[src/rtl/mfrf_pkg.sv]
package mfrf_pkg;

    localparam int NEIGHBOR_SLOTS = 8;
    localparam int TAG_SLOTS      = 32;
    localparam int PAYLOAD_BYTES  = 64;

    localparam int ADDR_W  = 16;
    localparam int TAG_W   = 8;
    localparam int POWER_W = 8;
    localparam int LEN_W   = 7;

    localparam int NB_IDX_W  = (NEIGHBOR_SLOTS > 1) ? $clog2(NEIGHBOR_SLOTS) : 1;
    localparam int NB_CNT_W  = $clog2(NEIGHBOR_SLOTS + 1);
    localparam int TAG_IDX_W = (TAG_SLOTS > 1) ? $clog2(TAG_SLOTS) : 1;
    localparam int TAG_CNT_W = $clog2(TAG_SLOTS + 1);

    localparam logic [ADDR_W-1:0] BCAST_ADDR  = 16'hFFFF;
    localparam logic [ADDR_W-1:0] OWN_RESET   = 16'd1;
    localparam logic [ADDR_W-1:0] ROUTE_RESET = 16'd2;
    localparam logic [LEN_W-1:0]  BCAST_LEN   = 7'd5;
    localparam logic [LEN_W-1:0]  LEN_MAX     = LEN_W'(PAYLOAD_BYTES);

    typedef enum logic [1:0] {
        ACT_NONE  = 2'd0,
        ACT_RELAY = 2'd1,
        ACT_BCAST = 2'd2
    } action_t;

    typedef enum logic [1:0] {
        ST_IDLE,
        ST_CHECK,
        ST_SCAN,
        ST_UPDATE
    } state_t;

    typedef struct packed {
        logic load;
        logic scan_en;
        logic commit;
    } ctrl_cmd_t;

    typedef struct packed {
        logic is_bcast;
        logic scan_done;
    } dp_status_t;

endpackage

[src/rtl/mesh_frame_relay_filter_core.sv]
// Mesh frame relay filter: takes one received frame summary per transfer and
// returns one action per result transfer. A frame that is not a broadcast, or one
// addressed to this node, goes from the check state straight to the update state.
// A broadcast frame first scans the neighbour table and the tag table in parallel,
// each a RAM read one entry per cycle, so its time grows with the larger of the
// two table fills. One frame is worked on at a time. The next frame is taken the
// cycle after a result is registered, while that result may still wait. A frame
// that finishes while the previous result is still stalled is held until that
// result is taken.
// own_address may only be written while no frame is in flight.
module mesh_frame_relay_filter_core
    import mfrf_pkg::*;
(
    input  logic               clk,
    input  logic               rst_n,
    input  logic               cfg_valid,
    output logic               cfg_ready,
    input  logic [ADDR_W-1:0]  own_address,
    input  logic               in_valid,
    output logic               in_stall,
    input  logic [ADDR_W-1:0]  dst_address,
    input  logic [ADDR_W-1:0]  src_address,
    input  logic [ADDR_W-1:0]  final_dest,
    input  logic [ADDR_W-1:0]  route_word,
    input  logic [TAG_W-1:0]   frame_tag,
    input  logic [POWER_W-1:0] signal_power,
    input  logic [LEN_W-1:0]   uplink_length,
    output logic               out_valid,
    input  logic               out_stall,
    output logic [1:0]         action,
    output logic [ADDR_W-1:0]  next_hop,
    output logic [LEN_W-1:0]   relay_length,
    output logic [ADDR_W-1:0]  relay_delay,
    output logic               neighbor_added,
    output logic               route_changed
);

    ctrl_cmd_t  cmd;
    dp_status_t status;

    assign cfg_ready = 1'b1;

    mfrf_ctrl u_ctrl (
        .clk       (clk),
        .rst_n     (rst_n),
        .in_valid  (in_valid),
        .in_stall  (in_stall),
        .out_valid (out_valid),
        .out_stall (out_stall),
        .status    (status),
        .cmd       (cmd)
    );

    mfrf_dp u_dp (
        .clk             (clk),
        .rst_n           (rst_n),
        .cmd             (cmd),
        .status          (status),
        .cfg_we          (cfg_valid && cfg_ready),
        .cfg_own_address (own_address),
        .dst_address     (dst_address),
        .src_address     (src_address),
        .final_dest      (final_dest),
        .route_word      (route_word),
        .frame_tag       (frame_tag),
        .signal_power    (signal_power),
        .uplink_length   (uplink_length),
        .action          (action),
        .next_hop        (next_hop),
        .relay_length    (relay_length),
        .relay_delay     (relay_delay),
        .neighbor_added  (neighbor_added),
        .route_changed   (route_changed)
    );

endmodule

[src/rtl/mfrf_ram.sv]
module mfrf_ram #(
    parameter int WIDTH = 8,
    parameter int DEPTH = 8
) (
    input  logic                                       clk,
    input  logic                                       wr_en,
    input  logic [((DEPTH > 1) ? $clog2(DEPTH) : 1)-1:0] wr_addr,
    input  logic [WIDTH-1:0]                           wr_data,
    input  logic                                       rd_en,
    input  logic [((DEPTH > 1) ? $clog2(DEPTH) : 1)-1:0] rd_addr,
    output logic [WIDTH-1:0]                           rd_data
);

    logic [WIDTH-1:0] mem_reg [DEPTH];
    logic [WIDTH-1:0] rd_data_reg;

    always_ff @(posedge clk)
    begin
        if (wr_en)
        begin
            mem_reg[wr_addr] <= wr_data;
        end
        if (rd_en)
        begin
            rd_data_reg <= mem_reg[rd_addr];
        end
    end

    assign rd_data = rd_data_reg;

endmodule

[src/rtl/mfrf_ctrl.sv]
module mfrf_ctrl
    import mfrf_pkg::*;
(
    input  logic       clk,
    input  logic       rst_n,
    input  logic       in_valid,
    output logic       in_stall,
    output logic       out_valid,
    input  logic       out_stall,
    input  dp_status_t status,
    output ctrl_cmd_t  cmd
);

    state_t state_reg, state_next;
    logic   out_valid_reg, out_valid_next;
    logic   out_free;

    assign out_free = !out_valid_reg || !out_stall;

    always_ff @(posedge clk or negedge rst_n)
    begin
        if (!rst_n)
        begin
            state_reg     <= ST_IDLE;
            out_valid_reg <= 1'b0;
        end
        else
        begin
            state_reg     <= state_next;
            out_valid_reg <= out_valid_next;
        end
    end

    always_comb
    begin
        state_next = state_reg;
        unique case (state_reg)
            ST_IDLE:
            begin
                if (in_valid)
                begin
                    state_next = ST_CHECK;
                end
            end
            ST_CHECK:
            begin
                state_next = status.is_bcast ? ST_SCAN : ST_UPDATE;
            end
            ST_SCAN:
            begin
                if (status.scan_done)
                begin
                    state_next = ST_UPDATE;
                end
            end
            ST_UPDATE:
            begin
                if (out_free)
                begin
                    state_next = ST_IDLE;
                end
            end
            default:
            begin
                state_next = ST_IDLE;
            end
        endcase
    end

    always_comb
    begin
        cmd      = '0;
        in_stall = 1'b1;
        unique case (state_reg)
            ST_IDLE:
            begin
                in_stall = 1'b0;
                cmd.load = in_valid;
            end
            ST_CHECK:
            begin
            end
            ST_SCAN:
            begin
                cmd.scan_en = 1'b1;
            end
            ST_UPDATE:
            begin
                cmd.commit = out_free;
            end
            default:
            begin
            end
        endcase
    end

    always_comb
    begin
        out_valid_next = out_valid_reg && out_stall;
        if (cmd.commit)
        begin
            out_valid_next = 1'b1;
        end
    end

    assign out_valid = out_valid_reg;

`ifndef SYNTHESIS
    a_commit_sets_valid: assert property (@(posedge clk) disable iff (!rst_n)
        cmd.commit |=> out_valid_reg)
        else $error("result not presented after commit");

    a_no_commit_over_full: assert property (@(posedge clk) disable iff (!rst_n)
        cmd.commit |-> !(out_valid_reg && out_stall))
        else $error("commit overwrote a waiting result");

    a_scan_after_check: assert property (@(posedge clk) disable iff (!rst_n)
        (state_reg == ST_CHECK) |=> (state_reg == ST_SCAN || state_reg == ST_UPDATE))
        else $error("check state left to wrong state");
`endif

endmodule

[src/rtl/mfrf_dp.sv]
module mfrf_dp
    import mfrf_pkg::*;
(
    input  logic              clk,
    input  logic              rst_n,
    input  ctrl_cmd_t         cmd,
    output dp_status_t        status,
    input  logic              cfg_we,
    input  logic [ADDR_W-1:0] cfg_own_address,
    input  logic [ADDR_W-1:0] dst_address,
    input  logic [ADDR_W-1:0] src_address,
    input  logic [ADDR_W-1:0] final_dest,
    input  logic [ADDR_W-1:0] route_word,
    input  logic [TAG_W-1:0]  frame_tag,
    input  logic [POWER_W-1:0] signal_power,
    input  logic [LEN_W-1:0]  uplink_length,
    output logic [1:0]        action,
    output logic [ADDR_W-1:0] next_hop,
    output logic [LEN_W-1:0]  relay_length,
    output logic [ADDR_W-1:0] relay_delay,
    output logic              neighbor_added,
    output logic              route_changed
);

    logic [ADDR_W-1:0]  own_address_reg;
    logic [ADDR_W-1:0]  default_route_reg;
    logic [NB_CNT_W-1:0]  nb_count_reg;
    logic [TAG_CNT_W-1:0] tag_count_reg;

    logic [ADDR_W-1:0]  dst_reg, src_reg, fin_reg, route_reg;
    logic [TAG_W-1:0]   tag_reg;
    logic [POWER_W-1:0] power_reg;
    logic [LEN_W-1:0]   len_reg;

    logic [NB_CNT_W-1:0]  nb_idx_reg;
    logic [TAG_CNT_W-1:0] tag_idx_reg;
    logic nb_pend_reg, tag_pend_reg;
    logic nb_hit_reg, tag_hit_reg;

    logic [1:0]         action_reg;
    logic [ADDR_W-1:0]  next_hop_reg;
    logic [LEN_W-1:0]   relay_length_reg;
    logic [ADDR_W-1:0]  relay_delay_reg;
    logic               neighbor_added_reg;
    logic               route_changed_reg;

    logic [ADDR_W+POWER_W-1:0] nb_rd_data;
    logic [TAG_W-1:0]          tag_rd_data;
    logic nb_rd_en, tag_rd_en;
    logic is_own, is_bcast, bcast_only;
    logic nb_add, tag_new, tag_store, route_set;
    logic nb_room, tag_room;
    logic [LEN_W-1:0] len_sat;

    assign is_own     = (dst_reg == own_address_reg);
    assign is_bcast   = (dst_reg == BCAST_ADDR);
    assign bcast_only = is_bcast && !is_own;
    assign nb_room    = (nb_count_reg < NB_CNT_W'(NEIGHBOR_SLOTS));
    assign tag_room   = (tag_count_reg < TAG_CNT_W'(TAG_SLOTS));
    assign nb_add     = bcast_only && !nb_hit_reg && nb_room;
    assign tag_new    = bcast_only && !tag_hit_reg;
    assign tag_store  = tag_new && tag_room;
    assign route_set  = bcast_only && (fin_reg == own_address_reg);
    assign len_sat    = (len_reg > LEN_MAX) ? LEN_MAX : len_reg;

    assign nb_rd_en  = cmd.scan_en && (nb_idx_reg < nb_count_reg);
    assign tag_rd_en = cmd.scan_en && (tag_idx_reg < tag_count_reg);

    assign status.is_bcast  = bcast_only;
    assign status.scan_done = (nb_idx_reg == nb_count_reg) && !nb_pend_reg
                           && (tag_idx_reg == tag_count_reg) && !tag_pend_reg;

    mfrf_ram #(
        .WIDTH (ADDR_W + POWER_W),
        .DEPTH (NEIGHBOR_SLOTS)
    ) u_nb_ram (
        .clk     (clk),
        .wr_en   (cmd.commit && nb_add),
        .wr_addr (nb_count_reg[NB_IDX_W-1:0]),
        .wr_data ({src_reg, power_reg}),
        .rd_en   (nb_rd_en),
        .rd_addr (nb_idx_reg[NB_IDX_W-1:0]),
        .rd_data (nb_rd_data)
    );

    mfrf_ram #(
        .WIDTH (TAG_W),
        .DEPTH (TAG_SLOTS)
    ) u_tag_ram (
        .clk     (clk),
        .wr_en   (cmd.commit && tag_store),
        .wr_addr (tag_count_reg[TAG_IDX_W-1:0]),
        .wr_data (tag_reg),
        .rd_en   (tag_rd_en),
        .rd_addr (tag_idx_reg[TAG_IDX_W-1:0]),
        .rd_data (tag_rd_data)
    );

    always_ff @(posedge clk or negedge rst_n)
    begin
        if (!rst_n)
        begin
            own_address_reg   <= OWN_RESET;
            default_route_reg <= ROUTE_RESET;
            nb_count_reg      <= '0;
            tag_count_reg     <= '0;
            nb_idx_reg        <= '0;
            tag_idx_reg       <= '0;
            nb_pend_reg       <= 1'b0;
            tag_pend_reg      <= 1'b0;
            nb_hit_reg        <= 1'b0;
            tag_hit_reg       <= 1'b0;
        end
        else
        begin
            if (cfg_we)
            begin
                own_address_reg <= cfg_own_address;
            end
            if (cmd.load)
            begin
                nb_idx_reg   <= '0;
                tag_idx_reg  <= '0;
                nb_pend_reg  <= 1'b0;
                tag_pend_reg <= 1'b0;
                nb_hit_reg   <= 1'b0;
                tag_hit_reg  <= 1'b0;
            end
            else if (cmd.scan_en)
            begin
                nb_pend_reg  <= nb_rd_en;
                tag_pend_reg <= tag_rd_en;
                if (nb_rd_en)
                begin
                    nb_idx_reg <= nb_idx_reg + 1'b1;
                end
                if (tag_rd_en)
                begin
                    tag_idx_reg <= tag_idx_reg + 1'b1;
                end
                if (nb_pend_reg && (nb_rd_data[ADDR_W+POWER_W-1:POWER_W] == src_reg))
                begin
                    nb_hit_reg <= 1'b1;
                end
                if (tag_pend_reg && (tag_rd_data == tag_reg))
                begin
                    tag_hit_reg <= 1'b1;
                end
            end
            if (cmd.commit)
            begin
                if (nb_add)
                begin
                    nb_count_reg <= nb_count_reg + 1'b1;
                end
                if (tag_store)
                begin
                    tag_count_reg <= tag_count_reg + 1'b1;
                end
                if (route_set)
                begin
                    default_route_reg <= route_reg;
                end
            end
        end
    end

    always_ff @(posedge clk)
    begin
        if (cmd.load)
        begin
            dst_reg   <= dst_address;
            src_reg   <= src_address;
            fin_reg   <= final_dest;
            route_reg <= route_word;
            tag_reg   <= frame_tag;
            power_reg <= signal_power;
            len_reg   <= uplink_length;
        end
        if (cmd.commit)
        begin
            neighbor_added_reg <= nb_add;
            route_changed_reg  <= route_set;
            if (is_own)
            begin
                action_reg       <= ACT_RELAY;
                next_hop_reg     <= default_route_reg;
                relay_length_reg <= len_sat;
                relay_delay_reg  <= '0;
            end
            else if (tag_new)
            begin
                action_reg       <= ACT_BCAST;
                next_hop_reg     <= BCAST_ADDR;
                relay_length_reg <= BCAST_LEN;
                relay_delay_reg  <= own_address_reg;
            end
            else
            begin
                action_reg       <= ACT_NONE;
                next_hop_reg     <= '0;
                relay_length_reg <= '0;
                relay_delay_reg  <= '0;
            end
        end
    end

    assign action         = action_reg;
    assign next_hop       = next_hop_reg;
    assign relay_length   = relay_length_reg;
    assign relay_delay    = relay_delay_reg;
    assign neighbor_added = neighbor_added_reg;
    assign route_changed  = route_changed_reg;

`ifndef SYNTHESIS
    a_nb_count_bound: assert property (@(posedge clk) disable iff (!rst_n)
        nb_count_reg <= NB_CNT_W'(NEIGHBOR_SLOTS))
        else $error("neighbour count beyond table size");

    a_tag_count_bound: assert property (@(posedge clk) disable iff (!rst_n)
        tag_count_reg <= TAG_CNT_W'(TAG_SLOTS))
        else $error("tag count beyond table size");

    a_own_no_update: assert property (@(posedge clk) disable iff (!rst_n)
        (cmd.commit && is_own) |=> (!neighbor_added_reg && !route_changed_reg
                                    && $stable(nb_count_reg) && $stable(tag_count_reg)))
        else $error("table updated by a frame addressed to this node");

    a_scan_index_bound: assert property (@(posedge clk) disable iff (!rst_n)
        cmd.scan_en |-> (nb_idx_reg <= nb_count_reg && tag_idx_reg <= tag_count_reg))
        else $error("scan index ran past filled entries");
`endif

endmodule

[config.mk]
export PLATFORM = sky130hd
export DESIGN_NAME = mesh_frame_relay_filter_core
export DESIGN_NICKNAME = d
export VERILOG_FILES = /design/src/rtl/mfrf_pkg.sv /design/src/rtl/mesh_frame_relay_filter_core.sv /design/src/rtl/mfrf_ram.sv /design/src/rtl/mfrf_ctrl.sv /design/src/rtl/mfrf_dp.sv
export SDC_FILE = /design/constraint.sdc
export NUM_CORES = 1
export LEC_CHECK = 0
export BUFFER_PORTS_ARGS = -buffer_cell sky130_fd_sc_hd__buf_2
export CAP_MARGIN = 20
export CORE_ASPECT_RATIO = 1.75
export CORE_MARGIN = 2
export CORE_UTILIZATION = 50
export DETAILED_ROUTE_END_ITERATION = 10
export HOLD_SLACK_MARGIN = 0.15
export PLACE_DENSITY = 0.79
export SYNTH_ARGS = -nofsm -noshare
export SYNTH_HDL_FRONTEND = slang
export SYNTH_SLANG_ARGS = --single-unit
[constraint.sdc]
create_clock -name clk -period 4.25 [get_ports clk]
set_clock_uncertainty 0.15 [all_clocks]
set_input_delay 0.425 -clock clk [delete_from_list [all_inputs] [get_ports clk]]
set_output_delay 0.425 -clock clk [all_outputs]
set_load 0.02 [all_outputs]
; ---- Word-level counts from Yosys, hierarchy flattened
; Memories as Yosys holds them, arrays and structs flattened. A register that Yosys moved wholly into a read port is not among the register bits.
; Cells that the tools add are included.
[op_classes]
add_sub_neg = 4
n_lt_le_gt_ge = 5
n_eq_ne = 13
mux = 36
bitwise_logic = 1
n_reduce_logical = 39
[op_table]
columns = op, count
row1 = 16-bit equality test, 3
row2 = 16-bit 2-to-1 mux, 2
row3 = 1-bit 2-to-1 mux, 20
row4 = 6-bit 2-to-1 mux, 3
row5 = "16-bit equality test, second input constant", 1
row6 = 1-bit logical AND, 16
row7 = 7-bit 2-to-1 mux, 2
row8 = 2-bit AND reduction, 7
row9 = "6-bit by 1-bit adder with 6-bit output, second input constant", 2
row10 = 4-bit 2-to-1 mux, 3
row11 = 2-bit nonzero test, 5
row12 = "4-bit by 1-bit adder with 4-bit output, second input constant", 2
row13 = 8-bit equality test, 1
row14 = 2-bit 2-to-1 mux, 4
row15 = 2-bit case mux with 4 select lines, 1
row16 = "7-bit greater-than comparator, second input constant", 1
row17 = 1-bit zero test, 7
row18 = 6-bit equality test, 1
row19 = 6-bit < comparator, 1
row20 = "6-bit < comparator, second input constant", 1
row21 = "2-bit equality test, second input constant", 2
row22 = 4-bit equality test, 1
row23 = 4-bit < comparator, 1
row24 = "4-bit < comparator, second input constant", 1
row25 = 9 further kinds, 10
[word_totals]
ff_bits = 189
ramBits = 448
in_bits = 108
output_inout_bits = 46
wordCells = 125
memories = 2
[memory_table]
columns = memory, words, word_bits, rd, rd_ports_with_merged_regs, write_ports, line
row1 = u_dp.u_tag_ram.mem_reg, 32, 8, 1, 1, 1, mfrf_ram.sv:14  ; logic [WIDTH-1:0] mem_reg [DEPTH];
row2 = u_dp.u_nb_ram.mem_reg, 8, 24, 1, 1, 1, mfrf_ram.sv:14

; ---- Logic depth before layout (Yosys ltp)
; Gate-level depths: netlist (run 1).
[depth]
ltp_word = 8
ltp_mapped = 10
depth_no_buf = 7

; ---- By module
; From an unflattened synthesis (run 1), not the netlist that was laid out.
[unflattened]
hier_cells = 1225
hier_area_um2 = 25949.9
[modules_own_cells]
columns = module, n_inst, cells_per_inst, area_per_inst_um2, seq_area_each_um2
row1 = mfrf_ram (u_dp.u_tag_ram), 1, 417, 10133.5, 7927.6
row2 = mfrf_ram (u_dp.u_nb_ram), 1, 314, 8050.2, 6486.2
row3 = mfrf_dp, 1, 471, 7516.0, 5307.6
row4 = mfrf_ctrl, 1, 21, 239.0, 75.1
row5 = mesh_frame_relay_filter_core, 1, 2, 11.3, 0.0

; ---- Least setup slack after synthesis (run 1)
; Ideal clock, no wire load.
[synth_timing]
path_type = register -> register
start = register u_dp.dst_reg[3]
end = memory u_dp.u_nb_ram.mem_reg[0][10] (netlist name), enable pin
setup_ns = 0.436
t_arrival_ns = 3.296
required_ns = 3.664
setup_slack_ns = 0.368
stages_incl_launch_ff = 7
path_buffers = 1
synth_period_minus_slack_ns = 3.882
cell_sequence = edfxtp_1 -> nand4_1 -> or4_1 -> buf_2 -> nor2_2 -> nand2b_1 -> nor4b_1
[synth_via]
elab_chain_cells = 8
word_cells_on_any_way = 9
classes_between = 2 x eq/ne / 2 x mux / 5 x reduce/logical
[synth_rtl]
columns = item, line
row1 = start: declaration, mfrf_dp.sv:30  ; logic [ADDR_W-1:0] dst_reg, src_reg, fin_reg, route_reg;
row2 = start signal: assignment, mfrf_dp.sv:172  ; dst_reg <= dst_address;
row3 = 16-bit equality test, mfrf_dp.sv:55  ; assign is_own = (dst_reg == own_address_reg);
row4 = 1-bit zero test, mfrf_dp.sv:57  ; assign bcast_only = is_bcast && !is_own;
row5 = 1-bit logical AND (*), mfrf_dp.sv:57
row6 = 1-bit logical AND (*) (2 in series), mfrf_dp.sv:60  ; assign nb_add = bcast_only && !nb_hit_reg && nb_room;
row7 = 1-bit logical AND (*), mfrf_dp.sv:78  ; .wr_en (cmd.commit && nb_add),
row8 = 1-bit 2-to-1 mux (*), mfrf_ram.sv:19  ; if (wr_en)
row9 = 1-bit 2-to-1 mux (implied by the code) (*), mfrf_ram.sv:21  ; mem_reg[wr_addr] <= wr_data;
row10 = end: declaration, mfrf_ram.sv:14
; Mark *: on every way between the ends. The rest lies on a longest branch, timed or not.

; ---- Final worst setup path (run 1)
[layout_timing]
start = register u_dp.dst_reg[3]
end = memory u_dp.u_tag_ram.mem_reg[44][7], in the netlist u_dp.u_tag_ram.mem_reg[11][7], enable pin
[layout_via]
elab_chain_cells = 8
word_cells_on_any_way = 9
classes_between = 2 x eq/ne / 2 x mux / 5 x reduce/logical
[layout_rtl]
columns = item, line
row1 = 16-bit equality test, mfrf_dp.sv:55
row2 = 1-bit zero test, mfrf_dp.sv:57
row3 = 1-bit logical AND (*), mfrf_dp.sv:57
row4 = 1-bit logical AND (*), mfrf_dp.sv:61  ; assign tag_new = bcast_only && !tag_hit_reg;
row5 = 1-bit logical AND (*), mfrf_dp.sv:62  ; assign tag_store = tag_new && tag_room;
row6 = 1-bit logical AND (*), mfrf_dp.sv:91  ; .wr_en (cmd.commit && tag_store),
row7 = 1-bit 2-to-1 mux (*), mfrf_ram.sv:19
row8 = 1-bit 2-to-1 mux (implied by the code) (*), mfrf_ram.sv:21
row9 = end: declaration, mfrf_ram.sv:14
; Marks and branches as above.

==> results of run 1 <==
==> critical path: stages, from the launching register on <==
cell and delay (ns):
edfxtp_1 0.43, nand4_1 0.14, or4_1 0.74, nor2_2 0.44, nand4b_1 0.17, buf_4 0.23, nor2_1 0.61
==> through the flow <==
stage	setup WS, ns	util [%]	total power (uW)	cells
2_1_floorplan	0.368	-	9230	1160
3_3_place_gp	1.16	54.1	10000	1887
3_5_place_dp	1.01	54.1	10100	1887
4_1_cts	0.966	60.3	15200	2080
5_1_grt	0.870	60.3	15700	2082
6_report	0.948	60.3	15100	2083
==> cell type report <==
| type | count | share of cell area [%] |
|---|---|---|
| diodes | 2 | 0.0182 |
| multi-input cells | 500 | 19.5 |
| well taps | 583 | 2.65 |
| repair buffers | 294 | 7.66 |
| clock buffers | 63 | 5.05 |
| inverters | 20 | 0.281 |
| flip-flops and latches | 589 | 63.1 |
| clock inverters | 32 | 1.73 |
==> cells in the mapped netlist, drive strengths merged, types with 11 or more instances <==
master  count
nor2       51
nand2      11
xnor2      43
nand3      17
inv        20
mux4       96
xor2       19
and2       22
mux2       50
ha         22
clkbuf     25
dfrtp      57
a21oi      11
nand4      14
edfxtp    530
a21o       20
mux2i      33
buf        26
==> per-layer routing <==
layer  share of wire (%)  wire length (um)
met1                  34             17000
met2                  55             27400
met3                 4.5              2220
met4                 5.9              2910
met5                   0                 0
==> final timing paths <==
check                      slack, ns                        start                                 endpoint  depth (start not counted)
max                             0.95    u_dp.dst_reg[3]$_DFFE_PP_  u_dp.u_tag_ram.mem_reg[11][7]$_DFFE_PP_                          6
min                             0.21                    cfg_valid      u_dp.own_address_reg[9]$_DFFE_PN0P_                          2
max reg2reg                     0.95    u_dp.dst_reg[3]$_DFFE_PP_  u_dp.u_tag_ram.mem_reg[11][7]$_DFFE_PP_                          6
min reg2reg                     0.33  u_dp.route_reg[9]$_DFFE_PP_    u_dp.default_route_reg[9]$_DFFE_PN0P_                          1
max in group asynchronous       2.67                        rst_n           u_dp.nb_idx_reg[0]$_DFFE_PN0P_                          3
min in group asynchronous       0.30                        rst_n   u_dp.default_route_reg[15]$_DFFE_PN0P_                          2
==> cells by family after synthesis <==
logic type                 Yosys count  share of synthesized area [%]
xor gates and xnor gates            62                           2.36
other                                1                         0.0163
AOI/OAI and AO/OA                   73                           2.27
adders and majority gates           22                           1.20
buffers and inverters               71                           1.32
muxes                              179                           13.4
DFF                                589                           75.6
and+or+nand+nor                    163                           3.84
==> power groups by stage <==
stage	combinational (uW)	sequential (uW)	clock, uW
final	2700	7350	5090
after detailed placement	2620	7470	0
after floorplan	1750	7480	0
after global placement	2550	7450	0
after CTS	2710	7350	5170
after global routing	2880	7400	5380
==> results_dict.tcl, run 1 <==
set metrics [dict create \
    p_switching_uw 3930 \
    syn2layout_area_growth_pct 19.7 \
    start_util_pct 50.4 \
    status "completed" \
    dieArea_um2 47800 \
    syn_area_per_cell_um2 19.8 \
    max_freq_ghz 0.303 \
    grt_pass1_wl_um 75000 \
    rsz0062_at_grt "no" \
    hpwl_um 30300 \
    crit_arrival_ns 3.35 \
    layout_common_cells "530 x edfxtp_1, 144 x buf_2, 98 x dlygate4sd3_1" \
    port-buffer-count 144 \
    syn_nets 1290 \
    worstSetupEndpointType "flip-flop" \
    yosys-top-cells-area "edfxtp_1 69%, mux4_2 9.4%, dfrtp_1 6.2%, mux2_2 2.0%, xnor2_1 1.6%" \
    crit_required_ns 4.30 \
    grt_util_met3_pct 2.54 \
    clock_latency_ns 0.59 \
    slew_viol_final 0 \
    cts_buffers 51 \
    gp_congestion 0.797 \
    drv_cap 0 \
    ant_nets 0 \
    routedWlPerCell_um 23.7 \
    dpl_cell_area_um2 24700 \
    grt_pass1_vias 12900 \
    drt_iter0_drc 940 \
    io_pins 154 \
    wl_um 49500 \
    final_nets 1586 \
    h-tree-depth 2 \
    synth.distinct_cells 50 \
    whs_ns 0.209 \
    numClockSinks 589 \
    synth_top_area_cell "edfxtp_1" \
    die_w_um 166 \
    viasPerCell 5.74 \
    worst_pin_slew_ns 1.03 \
    finalCritPeriodShare_pct 77.7 \
    route.detailed.drc 0 \
    grt.total_usage_pct 20.8 \
    pwr_density_cell_nw_per_um2 550 \
    gr-total-overflow 0 \
    top_usage_layer "met2" \
    crit_type "reg -> reg" \
    mostFrequentLayoutCell "edfxtp_1" \
    yosysSeqAreaShare_pct 75.6 \
    regArea_um2 17400 \
    die-height_um 288 \
    vias 12000 \
    design_area_um2 27600 \
    dr.pass1.iters 5 \
    maxSlewHeadroom_pct 31.6 \
    internal_power_uw 11200 \
    coreArea_um2 45700 \
    root_buffer "clkbuf_16" \
    placementRows 104 \
    peakVddDrop_mv 0.418 \
    synth_edf_count 530 \
    drive_above_1_share_pct 29.6 \
    worstPathMaxFanout 10 \
    setup_violations 0 \
    largest_reg_flops 256 \
    p_leak_uw 0.00952 \
    clk_pin_slew_ns 0.08 \
    tritoncts "built" \
    antenna_found_initial 1 \
    async_reset_ff_share_pct 10.0 \
    ys_seq_elements 589 \
    crit_path_start_kind "flip-flop" \
    finalWorstPathRequiredPeriod_ns 3.30 \
    switching_share_pct 26.0 \
    cts_hold_buf 98 \
    ys.flop_type "edfxtp_1" \
    worst_hold_path_type "in -> reg" \
    synthCells 1160 \
    multi_input_area_um2 5360 \
    clk_path_buf_depth 3 \
    setup_tns_ns 0 \
    cts_setup_buffers 0 \
    hold_viol 0 \
    grt_util_met2_pct 39.1 \
    p_seq_share_pct 48.5 \
    synth_area_um2 23000 \
    grt_max_degree 69 \
    fill_cells 3099 \
    yosysTopAreaCellShare_pct 69.1 \
    power.share.clock_pct 33.6 \
    grt_use_met1_pct 22.6 \
    p_comb_share_pct 17.8 \
    cts_resized 0 \
    yosys_warnings 0 \
]
No activity file was read; power rests on OpenSTA's default activity.
==> run 2, diff against run 1 <==
==> constraint.sdc (replaced) <==
create_clock -name clk -period 3.2 [get_ports clk]
set_clock_uncertainty 0.15 [all_clocks]
set_input_delay 0.32 -clock clk [delete_from_list [all_inputs] [get_ports clk]]
set_output_delay 0.32 -clock clk [all_outputs]
set_load 0.02 [all_outputs]
==> results_dict.tcl, run 2 (same netlist as run 1, synthesis figures left out) <==
set metrics [dict create \
    coreArea_um2 45700 \
    fill_cells 3035 \
    grt_pass1_vias 12800 \
    syn2layout_area_growth_pct 20.2 \
    start_util_pct 50.4 \
    finalCritPeriodShare_pct 89.1 \
    max_freq_ghz 0.351 \
    grt_pass1_wl_um 76100 \
    worst_pin_slew_ns 0.863 \
    clk_pin_slew_ns 0.07 \
    power.total_uw 19500 \
    largest_reg_flops 256 \
    drt_iter0_drc 1085 \
    cts_buffers 49 \
    fin_util_pct 60.6 \
    slew_viol_final 0 \
    crit_arrival_ns 3.14 \
    cp_slowest_cell "edfxtp_1" \
    r2r_start "u_dp.dst_reg[10]$_DFFE_PP_" \
    io_pins 154 \
    power.share.clock_pct 30.9 \
    worstPathMaxFanout 18 \
    finalWorstPathRequiredPeriod_ns 2.85 \
    drv_cap 0 \
    clock_latency_ns 0.58 \
    dr.pass1.iters 8 \
    wl_um 50700 \
    status "completed" \
    grt.total_usage_pct 21.2 \
    worstSetupEndpointType "flip-flop" \
    worstSetupStartpoint "u_dp.dst_reg[10]$_DFFE_PP_" \
    hold_viol 0 \
    crit_path_start_kind "flip-flop" \
    p_seq_share_pct 49.1 \
    switching_share_pct 26.7 \
    tritoncts "built" \
    crit_top_cell "buf_4" \
    pwr_density_cell_nw_per_um2 706 \
    port-buffer-count 144 \
    worstReg2RegEnd "u_dp.relay_length[4]$_SDFFCE_PN0P_" \
    grt_max_degree 69 \
    route.detailed.drc 0 \
    internal_power_uw 14300 \
    clk_path_buf_depth 3 \
    maxSlewHeadroom_pct 42.5 \
    p_comb_share_pct 20.0 \
    root_buffer "clkbuf_16" \
    gp_congestion 0.862 \
    vias 12000 \
    regArea_um2 17400 \
    gr-total-overflow 0 \
    die-height_um 288 \
    dieArea_um2 47800 \
    layout_common_cells "530 x edfxtp_1, 144 x buf_2, 114 x dlygate4sd3_1" \
    routedWlPerCell_um 24.0 \
    viasPerCell 5.67 \
    antenna_found_initial 4 \
    reg2regPathDepth 7 \
    crit_chain "xnor2_1 > nand4_1 > nor4_2 > buf_4 > buf_4 > nor2b_1 > and2_1" \
    die_w_um 166 \
    hpwl_um 30100 \
    mostFrequentLayoutCell "edfxtp_1" \
    crit_required_ns 3.49 \
    regToRegSetupSlack_ns 0.35 \
    multi_input_area_um2 5380 \
    p_leak_uw 0.00960 \
    crit_type "reg -> reg" \
    numClockSinks 589 \
    drive_above_1_share_pct 29.6 \
    placementRows 104 \
    peakVddDrop_mv 0.691 \
    crit_end "u_dp.relay_length[4]$_SDFFCE_PN0P_" \
    whs_ns 0.239 \
    ant_nets 0 \
    rsz0062_at_grt "no" \
    max_stage_delay_ns 0.45 \
    worst_hold_path_type "in -> async" \
    h-tree-depth 2 \
    setup_violations 0 \
    final_nets 1618 \
    setup_tns_ns 0 \
    p_switching_uw 5210 \
]
==> run 2: cell type report <==
class	count	share of cell area [%]
Clock buffer	67	4.97
Clock inverter	23	0.891
Antenna cell	4	0.0362
Inverter	20	0.280
Timing Repair Buffer	328	8.85
Sequential cell	589	62.9
Tap cell	583	2.64
Multi-Input combinational cell	500	19.4
==> run 2: layer usage <==
layer  vias up  share of wire [%]  GRT usage [%]
li1       5289                  -              -
met1      6127                 35           22.8
met2       412                 56           40.4
met3       158                4.1           2.53
met4         0                5.4           11.4
met5         -                  0              0
==> run 2: power by group through the flow <==
stage          Clock [uW]  Combinational [uW]  Sequential (uW)
2_1_floorplan           0                2330             9920
3_3_place_gp            0                3650             9690
3_5_place_dp            0                3760             9720
5_1_grt              6400                4160             9630
4_1_cts              6110                3910             9560
6_report             6040                3900             9580
==> run 2: worst max-delay path, delay by kind of cell, from the launching register on <==
| kind | cells | cell delay [ns] |
|---|---|---|
| AND/OR/NAND/NOR | 4 | 1.18 |
| buffers and inverters | 2 | 0.53 |
| XOR/XNOR | 1 | 0.38 |
| flip-flops | 1 | 0.45 |
==> run 2: worst min-delay path by stage <==
stage	end	slack, ns	depth (start not counted)
final	u_dp.default_route_reg[2]$_DFFE_PN0P_	0.24	2
after global routing	u_dp.default_route_reg[2]$_DFFE_PN0P_	0.30	2
after CTS	u_dp.default_route_reg[4]$_DFFE_PN0P_	0.24	2
after detailed placement	u_dp.default_route_reg[15]$_DFFE_PN0P_	0.30	1
after global placement	u_dp.default_route_reg[4]$_DFFE_PN0P_	0.30	1
after floorplan	u_ctrl.out_valid$_DFF_PN0_	-0.13	0
==> run 2: timing repair <==
action                                  in CTS  in global routing
hold buffers                               114                  0
endpoints found under the hold margin      131                  0
buffers inserted                             0                  0
gates resized for setup                      0                  1
endpoints found under the setup margin       0                 16
==> run 2: stage by stage <==
step | cell area (um^2) | std cells | setup slack, ns
after floorplan | 23000 | 1160 | -0.566
after global placement | 24900 | 1906 | 0.450
after detailed placement | 24900 | 1906 | 0.381
after CTS | 27700 | 2110 | 0.365
after global routing | 27700 | 2114 | 0.148
final | 27700 | 2114 | 0.348
